### src/rtl/core/bcc_pkg.sv
`default_nettype none
package bcc_pkg;

  // Configuration port widths
  localparam int unsigned CfgIndexWidth = 2;
  localparam int unsigned CfgDataWidth  = 16;
  localparam int unsigned TimeWidth     = 32;

  // Register indexes
  typedef enum logic [CfgIndexWidth-1:0] {
    REG_DEBOUNCE      = 2'd0,
    REG_DOUBLE_WINDOW = 2'd1,
    REG_LONG_PRESS    = 2'd2
  } reg_index_t;

  // Register reset values
  localparam logic [CfgDataWidth-1:0] DebounceReset     = 16'd50;
  localparam logic [CfgDataWidth-1:0] DoubleWindowReset = 16'd300;
  localparam logic [CfgDataWidth-1:0] LongPressReset    = 16'd1000;

  // Pin level meaning (active low)
  localparam logic LevelPressed  = 1'b0;
  localparam logic LevelReleased = 1'b1;

  // Configuration values seen by the classifier
  typedef struct packed {
    logic [CfgDataWidth-1:0] debounce_ms;
    logic [CfgDataWidth-1:0] double_window_ms;
    logic [CfgDataWidth-1:0] long_press_ms;
  } cfg_t;

  // One result word
  typedef struct packed {
    logic single_click;
    logic double_click;
    logic long_press;
    logic debounced_level;
  } result_t;

endpackage
`default_nettype wire

### src/rtl/core/bcc_sample_if.sv
`default_nettype none
interface bcc_sample_if;
  import bcc_pkg::*;

  logic                 valid;
  logic                 ready;
  logic                 pin_level;
  logic [TimeWidth-1:0] time_ms;

  modport source (output valid, output pin_level, output time_ms, input ready);
  modport sink   (input valid, input pin_level, input time_ms, output ready);
endinterface
`default_nettype wire

### src/rtl/core/bcc_result_if.sv
`default_nettype none
interface bcc_result_if;
  logic valid;
  logic ready;
  logic single_click;
  logic double_click;
  logic long_press;
  logic debounced_level;

  modport source (output valid, output single_click, output double_click,
                  output long_press, output debounced_level, input ready);
  modport sink   (input valid, input single_click, input double_click,
                  input long_press, input debounced_level, output ready);
endinterface
`default_nettype wire

### src/rtl/core/bcc_cfg_if.sv
`default_nettype none
interface bcc_cfg_if;
  import bcc_pkg::*;

  logic                     valid;
  logic                     ready;
  logic [CfgIndexWidth-1:0] index;
  logic [CfgDataWidth-1:0]  data;

  modport source (output valid, output index, output data, input ready);
  modport sink   (input valid, input index, input data, output ready);
endinterface
`default_nettype wire

### src/rtl/core/button_click_classifier.sv
`default_nettype none
// Button click classifier: debounces an active-low button sampled with a
// millisecond timestamp and reports single click, double click, long press
// and the debounced level.
//
// Channels (valid/ready, word moves when both are high):
//   sample : pin_level and time_ms, one word per button sample.
//   result : one word for every sample word, in order.
//   cfg    : register writes (0 debounce, 1 double window, 2 long press);
//            always ready; other indexes are dropped. Write only while idle.
//
// The result word of a sample is computed combinationally and registered into
// the output buffer when the sample is taken. The block takes one sample per
// cycle while the buffer has space. A two-word output buffer lets the block
// take a sample while a result waits; sample.ready drops only when both
// buffer words are held by a stalled receiver.
// Reset (rst, synchronous) restores register defaults, releases the button
// state and empties the output buffer.
module button_click_classifier (
  input  wire logic   clk,
  input  wire logic   rst,
  bcc_sample_if.sink  sample,
  bcc_result_if.source result,
  bcc_cfg_if.sink     cfg
);
  import bcc_pkg::*;

  cfg_t    cfg_val;
  result_t step_result;
  result_t out_word;
  logic    sample_take;
  logic    space;

  assign cfg.ready    = 1'b1;
  assign sample.ready = space;
  assign sample_take  = sample.valid && space;

  bcc_cfg_regs u_cfg (
    .clk      (clk),
    .rst      (rst),
    .wr_en    (cfg.valid),
    .wr_index (cfg.index),
    .wr_data  (cfg.data),
    .cfg      (cfg_val)
  );

  bcc_classify u_classify (
    .clk       (clk),
    .rst       (rst),
    .accept    (sample_take),
    .pin_level (sample.pin_level),
    .time_ms   (sample.time_ms),
    .cfg       (cfg_val),
    .result    (step_result)
  );

  bcc_skid u_skid (
    .clk       (clk),
    .rst       (rst),
    .push      (sample_take),
    .push_data (step_result),
    .space     (space),
    .out_valid (result.valid),
    .out_ready (result.ready),
    .out_data  (out_word)
  );

  assign result.single_click    = out_word.single_click;
  assign result.double_click    = out_word.double_click;
  assign result.long_press      = out_word.long_press;
  assign result.debounced_level = out_word.debounced_level;

endmodule
`default_nettype wire

### src/rtl/core/bcc_cfg_regs.sv
`default_nettype none
module bcc_cfg_regs (
  input  wire logic                              clk,
  input  wire logic                              rst,
  input  wire logic                              wr_en,
  input  wire logic [bcc_pkg::CfgIndexWidth-1:0] wr_index,
  input  wire logic [bcc_pkg::CfgDataWidth-1:0]  wr_data,
  output bcc_pkg::cfg_t                          cfg
);
  import bcc_pkg::*;

  // Write the addressed register; drop writes to unused indexes
  always_ff @(posedge clk) begin
    if (rst) begin
      cfg.debounce_ms      <= DebounceReset;
      cfg.double_window_ms <= DoubleWindowReset;
      cfg.long_press_ms    <= LongPressReset;
    end else if (wr_en) begin
      case (reg_index_t'(wr_index))
        REG_DEBOUNCE:      cfg.debounce_ms      <= wr_data;
        REG_DOUBLE_WINDOW: cfg.double_window_ms <= wr_data;
        REG_LONG_PRESS:    cfg.long_press_ms    <= wr_data;
        default: ;
      endcase
    end
  end

endmodule
`default_nettype wire

### src/rtl/core/bcc_classify.sv
`default_nettype none
module bcc_classify (
  input  wire logic                          clk,
  input  wire logic                          rst,
  input  wire logic                          accept,
  input  wire logic                          pin_level,
  input  wire logic [bcc_pkg::TimeWidth-1:0] time_ms,
  input  wire bcc_pkg::cfg_t                 cfg,
  output bcc_pkg::result_t                   result
);
  import bcc_pkg::*;

  logic                 previous_sample;
  logic                 stable_level;
  logic [TimeWidth-1:0] last_change_time;
  logic [TimeWidth-1:0] last_press_time;
  logic                 long_flag;

  logic                 stable_level_next;
  logic [TimeWidth-1:0] last_change_time_next;
  logic [TimeWidth-1:0] last_press_time_next;
  logic                 long_flag_next;

  logic [TimeWidth-1:0] since_change;
  logic [TimeWidth-1:0] since_press;
  logic                 settled;
  logic                 single_hit;
  logic                 double_hit;

  // Restart the debounce timer on a raw level change
  assign last_change_time_next = (pin_level != previous_sample) ? time_ms : last_change_time;
  assign since_change = time_ms - last_change_time_next;
  assign since_press  = time_ms - last_press_time;
  assign settled = since_change > {{(TimeWidth-CfgDataWidth){1'b0}}, cfg.debounce_ms};

  // Accept a new stable level, classify presses, track long hold
  always_comb begin
    stable_level_next    = stable_level;
    last_press_time_next = last_press_time;
    long_flag_next       = long_flag;
    single_hit           = 1'b0;
    double_hit           = 1'b0;
    if (settled) begin
      if (pin_level != stable_level) begin
        stable_level_next = pin_level;
        if (pin_level == LevelPressed) begin
          if (since_press <= {{(TimeWidth-CfgDataWidth){1'b0}}, cfg.double_window_ms}) begin
            double_hit = 1'b1;
          end else begin
            single_hit = 1'b1;
          end
          last_press_time_next = time_ms;
        end else begin
          long_flag_next = 1'b0;
        end
      end else if (stable_level == LevelPressed &&
                   since_press > {{(TimeWidth-CfgDataWidth){1'b0}}, cfg.long_press_ms}) begin
        long_flag_next = 1'b1;
      end
    end
  end

  assign result.single_click    = single_hit;
  assign result.double_click    = double_hit;
  assign result.long_press      = long_flag_next;
  assign result.debounced_level = stable_level_next;

  // Advance state on each accepted sample
  always_ff @(posedge clk) begin
    if (rst) begin
      previous_sample  <= LevelReleased;
      stable_level     <= LevelReleased;
      last_change_time <= '0;
      last_press_time  <= '0;
      long_flag        <= 1'b0;
    end else if (accept) begin
      previous_sample  <= pin_level;
      stable_level     <= stable_level_next;
      last_change_time <= last_change_time_next;
      last_press_time  <= last_press_time_next;
      long_flag        <= long_flag_next;
    end
  end

`ifndef SYNTHESIS
  // Long press only exists while the accepted level is pressed
  a_long_needs_press: assert property (@(posedge clk) disable iff (rst)
    long_flag |-> (stable_level == LevelPressed))
    else $error("long press flag set while released");

  // A click goes with a press that was just accepted
  a_click_is_press: assert property (@(posedge clk) disable iff (rst)
    (single_hit || double_hit) |->
      (!(single_hit && double_hit) && stable_level == LevelReleased && pin_level == LevelPressed))
    else $error("click without fresh press");
`endif

endmodule
`default_nettype wire

### src/rtl/core/bcc_skid.sv
`default_nettype none
module bcc_skid (
  input  wire logic             clk,
  input  wire logic             rst,
  input  wire logic             push,
  input  wire bcc_pkg::result_t push_data,
  output logic                  space,
  output logic                  out_valid,
  input  wire logic             out_ready,
  output bcc_pkg::result_t      out_data
);
  import bcc_pkg::*;

  logic    head_valid;
  logic    spare_valid;
  result_t head;
  result_t spare;
  logic    pop;

  assign pop       = head_valid && out_ready;
  assign space     = !spare_valid;
  assign out_valid = head_valid;
  assign out_data  = head;

  // Hold the output word; park a second word while the receiver stalls
  always_ff @(posedge clk) begin
    if (rst) begin
      head_valid  <= 1'b0;
      spare_valid <= 1'b0;
    end else begin
      case ({push, pop})
        2'b11: begin
          head <= push_data;
        end
        2'b10: begin
          if (!head_valid) begin
            head       <= push_data;
            head_valid <= 1'b1;
          end else begin
            spare       <= push_data;
            spare_valid <= 1'b1;
          end
        end
        2'b01: begin
          if (spare_valid) begin
            head        <= spare;
            spare_valid <= 1'b0;
          end else begin
            head_valid <= 1'b0;
          end
        end
        default: ;
      endcase
    end
  end

`ifndef SYNTHESIS
  // Spare slot fills only behind a valid head
  a_spare_behind_head: assert property (@(posedge clk) disable iff (rst)
    spare_valid |-> head_valid)
    else $error("spare word without head word");

  // A stalled full buffer keeps both words
  a_full_holds: assert property (@(posedge clk) disable iff (rst)
    (spare_valid && !out_ready) |=> (spare_valid && $stable(spare) && $stable(head)))
    else $error("buffered words changed during stall");
`endif

endmodule
`default_nettype wire

### src/flat_wrapper.sv
// flat-port wrapper written by rule: the top's interface ports become plain ports
module button_click_classifier_flat import bcc_pkg::*;
  (clk, rst, sample_valid, sample_pin_level, sample_time_ms, sample_ready, result_valid, result_single_click, result_double_click, result_long_press, result_debounced_level, result_ready, cfg_valid, cfg_index, cfg_data, cfg_ready);
  bcc_sample_if sample_i ();
  bcc_result_if result_i ();
  bcc_cfg_if cfg_i ();
  input  wire logic clk;
  input  wire logic rst;
  input wire logic [$bits(sample_i.valid)-1:0] sample_valid;
  input wire logic [$bits(sample_i.pin_level)-1:0] sample_pin_level;
  input wire logic [$bits(sample_i.time_ms)-1:0] sample_time_ms;
  output wire logic [$bits(sample_i.ready)-1:0] sample_ready;
  output wire logic [$bits(result_i.valid)-1:0] result_valid;
  output wire logic [$bits(result_i.single_click)-1:0] result_single_click;
  output wire logic [$bits(result_i.double_click)-1:0] result_double_click;
  output wire logic [$bits(result_i.long_press)-1:0] result_long_press;
  output wire logic [$bits(result_i.debounced_level)-1:0] result_debounced_level;
  input wire logic [$bits(result_i.ready)-1:0] result_ready;
  input wire logic [$bits(cfg_i.valid)-1:0] cfg_valid;
  input wire logic [$bits(cfg_i.index)-1:0] cfg_index;
  input wire logic [$bits(cfg_i.data)-1:0] cfg_data;
  output wire logic [$bits(cfg_i.ready)-1:0] cfg_ready;
  assign sample_i.valid = sample_valid;
  assign sample_i.pin_level = sample_pin_level;
  assign sample_i.time_ms = sample_time_ms;
  assign sample_ready = sample_i.ready;
  assign result_valid = result_i.valid;
  assign result_single_click = result_i.single_click;
  assign result_double_click = result_i.double_click;
  assign result_long_press = result_i.long_press;
  assign result_debounced_level = result_i.debounced_level;
  assign result_i.ready = result_ready;
  assign cfg_i.valid = cfg_valid;
  assign cfg_i.index = cfg_index;
  assign cfg_i.data = cfg_data;
  assign cfg_ready = cfg_i.ready;
  button_click_classifier u_core (.clk(clk), .rst(rst), .sample(sample_i), .result(result_i), .cfg(cfg_i));
endmodule
### config.mk
export PLATFORM = sky130hd
export DESIGN_NAME = button_click_classifier_flat
export DESIGN_NICKNAME = d
export VERILOG_FILES = /design/src/rtl/core/bcc_pkg.sv /design/src/rtl/core/bcc_sample_if.sv /design/src/rtl/core/bcc_result_if.sv /design/src/rtl/core/bcc_cfg_if.sv /design/src/rtl/core/button_click_classifier.sv /design/src/rtl/core/bcc_cfg_regs.sv /design/src/rtl/core/bcc_classify.sv /design/src/rtl/core/bcc_skid.sv /design/src/flat_wrapper.sv
export SDC_FILE = /design/constraint.sdc
export NUM_CORES = 1
export LEC_CHECK = 0
export BUFFER_PORTS_ARGS = -buffer_cell sky130_fd_sc_hd__buf_4
export CORE_MARGIN = 2
export CORE_UTILIZATION = 60
export DETAILED_ROUTE_END_ITERATION = 10
export GPL_TIMING_DRIVEN = 0
export PLACE_DENSITY = 0.83
export SYNTH_ARGS = -nofsm -noshare
export SYNTH_HDL_FRONTEND = slang
export SYNTH_HIERARCHICAL = 1
export SYNTH_SLANG_ARGS = --single-unit
### constraint.sdc
create_clock -name clk -period 14.9 [get_ports clk]
set_clock_uncertainty 0.15 [all_clocks]
set_input_delay 0.745 -clock clk [delete_from_list [all_inputs] [get_ports clk]]
set_output_delay 0.745 -clock clk [all_outputs]
set_load 0.02 [all_outputs]
# Word level (Yosys, flattened, before mapping)
# Cells that the tools add are included.
# Widths: inputs -> output; s select.
[classes]
mux = 22
addsub = 2
order_cmp = 3
bitwise_logic = 3
eq_ne = 11
n_reduce_logical = 15
[op_table]
columns = ["op", "count"]
rows = [
  ["$gt 32x16->1", 2],
  ["$sub 32x32->32", 2],
  ["$le 32x16->1", 1],
  ["$mux 32", 1],
  ["$mux 1", 16],
  ["$pmux 4 s3", 1],
  ["$reduce_and 2->1", 5],
  ["$mux 4", 2],
  ["$ne 2x2->1 const B", 4],
  ["$reduce_and 4->1", 2],
  ["$eq 2x2->1 const B", 3],
  ["$eq 2x1->1 const B", 2],
  ["$pmux 1 s2", 2],
  ["$logic_and 1x1->1", 3],
  ["$not 1->1", 3],
  ["$reduce_and 3->1", 1],
  ["$reduce_bool 3->1", 1],
  ["$logic_not 2->1", 1],
  ["$ne 1x1->1", 2],
  ["$reduce_bool 2->1", 1],
  ["$logic_not 1->1", 1],
]
[word_totals]
out_inout_bits = 7
elab_cells = 74
reg_bits = 125
inputBits = 56

# Depth between registers and ports, before layout
[logic_depth]
word_depth = 8
depth_mapped = 30
mapped_depth_nobuf = 26

# Modules after synthesis
# The synthesis kept the hierarchy.
[modules_own_cells]
columns = ["module", "n_inst", "seq_area_each_um2", "area_per_inst_um2", "cells_per_inst"]
rows = [
  ["bcc_classify", 1, 1341.3, 8732.1, 1214],
  ["bcc_cfg_regs", 1, 960.9, 1945.6, 187],
  ["bcc_skid", 1, 280.3, 419.2, 28],
  ["button_click_classifier", 1, 0.0, 17.5, 3],
]

# Worst setup path before layout
# No wires, ideal clock.
[synth_timing]
path_kind = "in2reg"
start = "input sample_pin_level"
end = "register u_core.u_skid.head, in the netlist u_core/u_skid/out_data[0] (data pin)"
arrival_ps = 7248
setup_slack_ps = 7242
cell_stages = 28
t_required_ps = 14490
setup_ps = 260
path_buffers = 8
cell_sequence = "buf_2 xor2_2 buf_6 buf_4 buf_4 clkbuf_1 clkbuf_1 mux2i_1 ha_1 clkbuf_1 and3_1 o21ai_0 or4_1 o311ai_0 xor2_1 ha_1 nand4_1 nor4_1 or3_1 a21oi_1 or4_1 or3b_2 nor4_1 o2111a_1 nand3_1 mux2_2 buf_4 mux2_4"
[synth_between]
elab_chain_len = 7
[synth_lines]
columns = ["element", "line", "text"]
rows = [
  ["from (decl)", "flat_wrapper.sv:10", "input wire logic [$bits(sample_i.pin_level)-1:0] sample_pin_level;"],
  ["$ne 1x1->1", "bcc_classify.sv:31", "assign last_change_time_next = (pin_level != previous_sample) ? time_ms : last_change_time;"],
  ["$mux 32", "bcc_classify.sv:31", ""],
  ["$sub 32x32->32", "bcc_classify.sv:32", "assign since_change = time_ms - last_change_time_next;"],
  ["$gt 32x16->1", "bcc_classify.sv:34", "assign settled = since_change > {{(TimeWidth-CfgDataWidth){1'b0}}, cfg.debounce_ms};"],
  ["$mux 1 *", "bcc_classify.sv:43", "if (settled) begin"],
  ["net u_core.u_classify.stable_level_next", "bcc_classify.sv:19", "logic stable_level_next;"],
  ["$mux 4", "bcc_skid.sv:36", "if (!head_valid) begin"],
  ["$pmux 4 s3 *", "bcc_skid.sv:31", "case ({push, pop})"],
  ["to (signal assigned)", "bcc_skid.sv:33", "head <= push_data;"],
  ["to (signal assigned)", "bcc_skid.sv:37", "head <= push_data;"],
  ["to (signal assigned)", "bcc_skid.sv:46", "head <= spare;"],
  ["to (decl)", "bcc_skid.sv:16", "result_t head;"],
]
# The timed path passes the listed nets; every way through them passes the cells marked *. The select of a mux whose other input is x is not followed.
# A chain may end at the register's enable or synchronous reset.

# Worst setup path after layout
# Same ends and word-level chain as after synthesis.

==> impl_results.md <==
* Result of the run: complete, but fails checks
* Failing checks: DRC
* Worst hold path class: reg -> reg
* Commonest cells after routing, fill and taps aside: 165 x nand2_1, 117 x dfxtp_1, 107 x mux2i_1, 105 x nor2_1, 105 x a21oi_1
* Worst slack after detailed placement at 5.38 ns
* Commonest non-fill, non-tap cell in the layout: nand2_1
* Routed WL at 33.1 mm
* Standard-cell row count at 49
* Portion of synthesized cell area occupied by the leading cell type at 21.1%
* Complex-gate fraction of the synthesized area at 21.2%
* Critical path start-end classification: in -> reg
* Mean routed wirelength per cell at 18.9 µm
* Insertion delay of the later-clocked pin in the worst-skew pair at 0.44 ns
* Adder-cell share of the synthesized area at 11.8%
* Combined global-route utilization of all metal layers at 33.7%
* Main combinational cell family by area after synthesis: simple AND/OR/NAND/NOR gates
* Num CTS Buffers at 17
* Number of hold violations in the final report at 0
* Maximum number of buffers from clock root to sink at 2
* Vias per cell at 6.31
* Count of state elements after synthesis at 125
* Setup slack, reg-to-reg at 5.56 ns
* Full die area at 19,600 µm²
* Boundary pin count at 63
* Placed cell count at 1,721
* Final setup violation count at 0
* Fraction of power spent switching nets at 38.3%
* Die outline width at 140 µm
* Crit Reg-Reg Startpoint: u_core/u_classify/previous_sample
* Htree depth at 4
* Number of vias in the routed layout at 11,100
* Power per unit of standard cell area at 101 nW/µm²
* Number of design-rule violations left by the first detailed-router iteration at 1,123
* Clk pin slew, worst setup/hold paths at 0.06 ns
* Post-synthesis simple-gate area fraction at 22.7%
* Total negative setup slack at 0 ns
* P&R area growth vs syn at 11.7%
* Placement Cell Area at 11,900 µm²
* CP endpoint kind: flop
* Worst hold path cell count at 2
* Slew at the pin with the worst max-slew slack at 0.942 ns
* Post-layout min period at 9.37 ns
* Maximum number of pins on one net before global-route repair at 17
* Summed instance area of the synthesized netlist at 11,100 µm²
* DRC at 1
* Synthesis Warnings at 6
* Parity-gate share of the synthesized area counting xor and xnor cells at 4.00%
* Critical path startpoint category: input pin
* Fin nets at 1,668
* Comb pwr share at 38.3%
* Power, Total at 1.26 mW
* Dpl hpwl at 25.7 mm
* Clock tree from TritonCTS: yes
* IO Port Bufs at 60
* Number of antenna violations at the first check in global routing at 0
* Reg-to-Reg End: u_core/u_skid/out_data[0]
* Portion of the post-synthesis area used by sequential elements at 23.2%
* Core area at 18,100 µm²
* Total count of max-transition violations in the final report at 0
* Count of non-filler cells in the finished layout at 1,753
* Worst-path fanout max at 10
* Effective utilization at floorplan at 61.5%
* Final RePlAce weighted congestion at 1.01
* Mux cell area share after synthesis at 10.4%
* Cell internal pwr at 0.775 mW
* Post-CTS resize count at 0
* Share of flip-flops with an asynchronous set or reset after synthesis at 0%
* Synthesized instance count at 1,432
* Max-cap check violation count at 0
* Cell type with the largest total area after synthesis: dfxtp_1
* Clock Power Share at 32.5%
* Utilization of the core after routing at 68.6%
* Unrepaired setup endpoints after global routing: false
* Hold path start: u_core/u_classify/last_press_time[17]
* Final-layout worst hold slack at 0.305 ns
* Iteration count of the initial detailed-routing pass at 11
* Tcrit/Tclk final at 62.9%
* Global-route wire length before repair at 52.8 mm
* Hold worst-path end: u_core/u_classify/last_press_time[17]
* CP Data Required Time at 14.93 ns
* Number of global-route vias before repair at 10,500
* Number of enable flip-flop cells after synthesis at 8
* Peak VDD IR at 87.1 µV
* Highest clock frequency the design can meet at 107 MHz
* Cell types with the largest area share after synthesis: dfxtp_1 21%, ha_1 11%, mux2i_1 9.6%, nand2_1 5.6%, a21oi_1 4.7%
* Setup slack of the critical path after layout at 5.53 ns
* Number of buffers added to fix hold violations after cts at 0
* Die outline height at 140 µm
* Net switching component of the power at 0.480 mW
* Sequential power share at 29.2%
* Root cell of the clock tree: clkbuf_16
* Primary FF master, synth: dfxtp_1
* Remaining global-route overflow at 0
* Sink count of the clock tree at 125
* Path depth of the worst reg2reg path at 27
* Mean area per synthesized cell at 7.76 µm²
* Static power due to leakage at 5.15 nW
* Post CTS Setup Buffer Count at 0
* Number of antenna diodes at 0
* Share of final-layout standard cells stronger than drive strength 1 at 9.38%
* Post-synthesis cell type count at 88
* Slew margin rel. at 35.6%
* Nets in the synthesized netlist at 1,589
* Post-route cell area at 12,400 µm²
* Endpoint arrival time on the critical path at 9.40 ns
* Detail Route Antenna Nets at 0
==> critical path, stage by stage <==
cell      delay (ns)
buf_2           0.21
xor2_2          0.30
buf_6           0.20
buf_4           0.18
buf_4           0.19
clkbuf_1        0.56
clkbuf_1        0.61
mux2i_1         0.22
ha_1            0.33
clkbuf_1        0.37
and3_1          0.32
o21ai_0         0.26
or4_1           0.57
o311ai_0        0.14
xor2_1          0.18
ha_1            0.35
nand4_1         0.14
nor4_1          0.77
or3_1           0.21
a21oi_1         0.08
or4_1           0.51
or3b_2          0.47
nor4_1          0.23
o2111a_1        0.31
nand3_1         0.14
mux2_2          0.39
buf_4           0.15
mux2_4          0.24
==> sequential cells by signal, summed over array words and instances, names as in the netlist <==
register and cells:
u_core/u_cfg/cfg 48, u_core/u_classify/last_change_time 32, u_core/u_classify/last_press_time 32, u_core/u_skid/out_data 4, u_core/u_skid/spare 4, u_core/u_classify/long_flag 1
u_core/u_classify/previous_sample 1, u_core/u_classify/stable_level 1, u_core/u_skid/out_valid 1, u_core/u_skid/spare_valid 1
==> layout make-up <==
cell class / instances / area [µm²]
multi-input cells: 1131 / 7780
repair buffers: 60 / 450
well taps: 229 / 287
inverters: 104 / 390
clock buffers: 18 / 429
flip-flops and latches: 125 / 2580
clock inverters: 14 / 133
plain buffers: 72 / 358
fillers: 1516 / 5670
==> power groups by stage <==
stage	Clock (mW)	Sequential, mW	Combinational, mW
after floorplan	0	0.372	0.339
after global placement	0	0.373	0.454
after detailed placement	0	0.374	0.462
after CTS	0.408	0.367	0.468
after global routing	0.423	0.369	0.526
final	0.407	0.367	0.481
==> synth_stat cells, types with 9 or more instances <==
library cell,n
nor2_1,105
inv_1,104
a21oi_1,105
or3_1,12
mux2i_1,107
nand3_1,20
buf_2,10
o211ai_1,17
a211oi_1,27
clkbuf_1,46
nor4_1,10
and2_1,9
o21ai_0,61
dfxtp_1,117
a31oi_1,11
nor3_1,30
nor2b_1,20
xnor2_1,30
nand2_1,165
nand4_1,25
a21o_1,21
ha_1,100
xor2_1,17
nand2b_1,72
o21a_1,17
==> cells by family after synthesis <==
logic type / Yosys count
buffers and inverters: 176
other: 1
multiplexers: 113
adder cells (fa/ha/maj): 105
XOR/XNOR: 49
AO/OA/AOI/OAI: 353
flip-flops: 125
AND/OR/NAND/NOR: 510
==> worst max path at each step <==
stage                           from  slack (ns)                        end
floorplan           sample_pin_level        7.24  u_core/u_skid/out_data[0]
finish              sample_pin_level        5.53  u_core/u_skid/out_data[0]
global placement    sample_pin_level        5.27  u_core/u_skid/out_data[0]
detailed placement  sample_pin_level        5.38  u_core/u_skid/out_data[0]
CTS                 sample_pin_level        5.75  u_core/u_skid/out_data[0]
global route        sample_pin_level        5.25  u_core/u_skid/out_data[0]
==> per-layer routing <==
| layer | GRT usage [%] | share of wire (%) | wire length, µm | vias up |
|---|---|---|---|---|
| li1 | - | - | - | 5296 |
| met1 | 45.6 | 44 | 14500 | 5172 |
| met2 | 52.3 | 44 | 14500 | 475 |
| met3 | 6.80 | 8.2 | 2730 | 110 |
| met4 | 14.9 | 4.2 | 1400 | 0 |
| met5 | 0 | 0 | 0 | - |
Note: power is estimated with default switching activity, not from simulation.
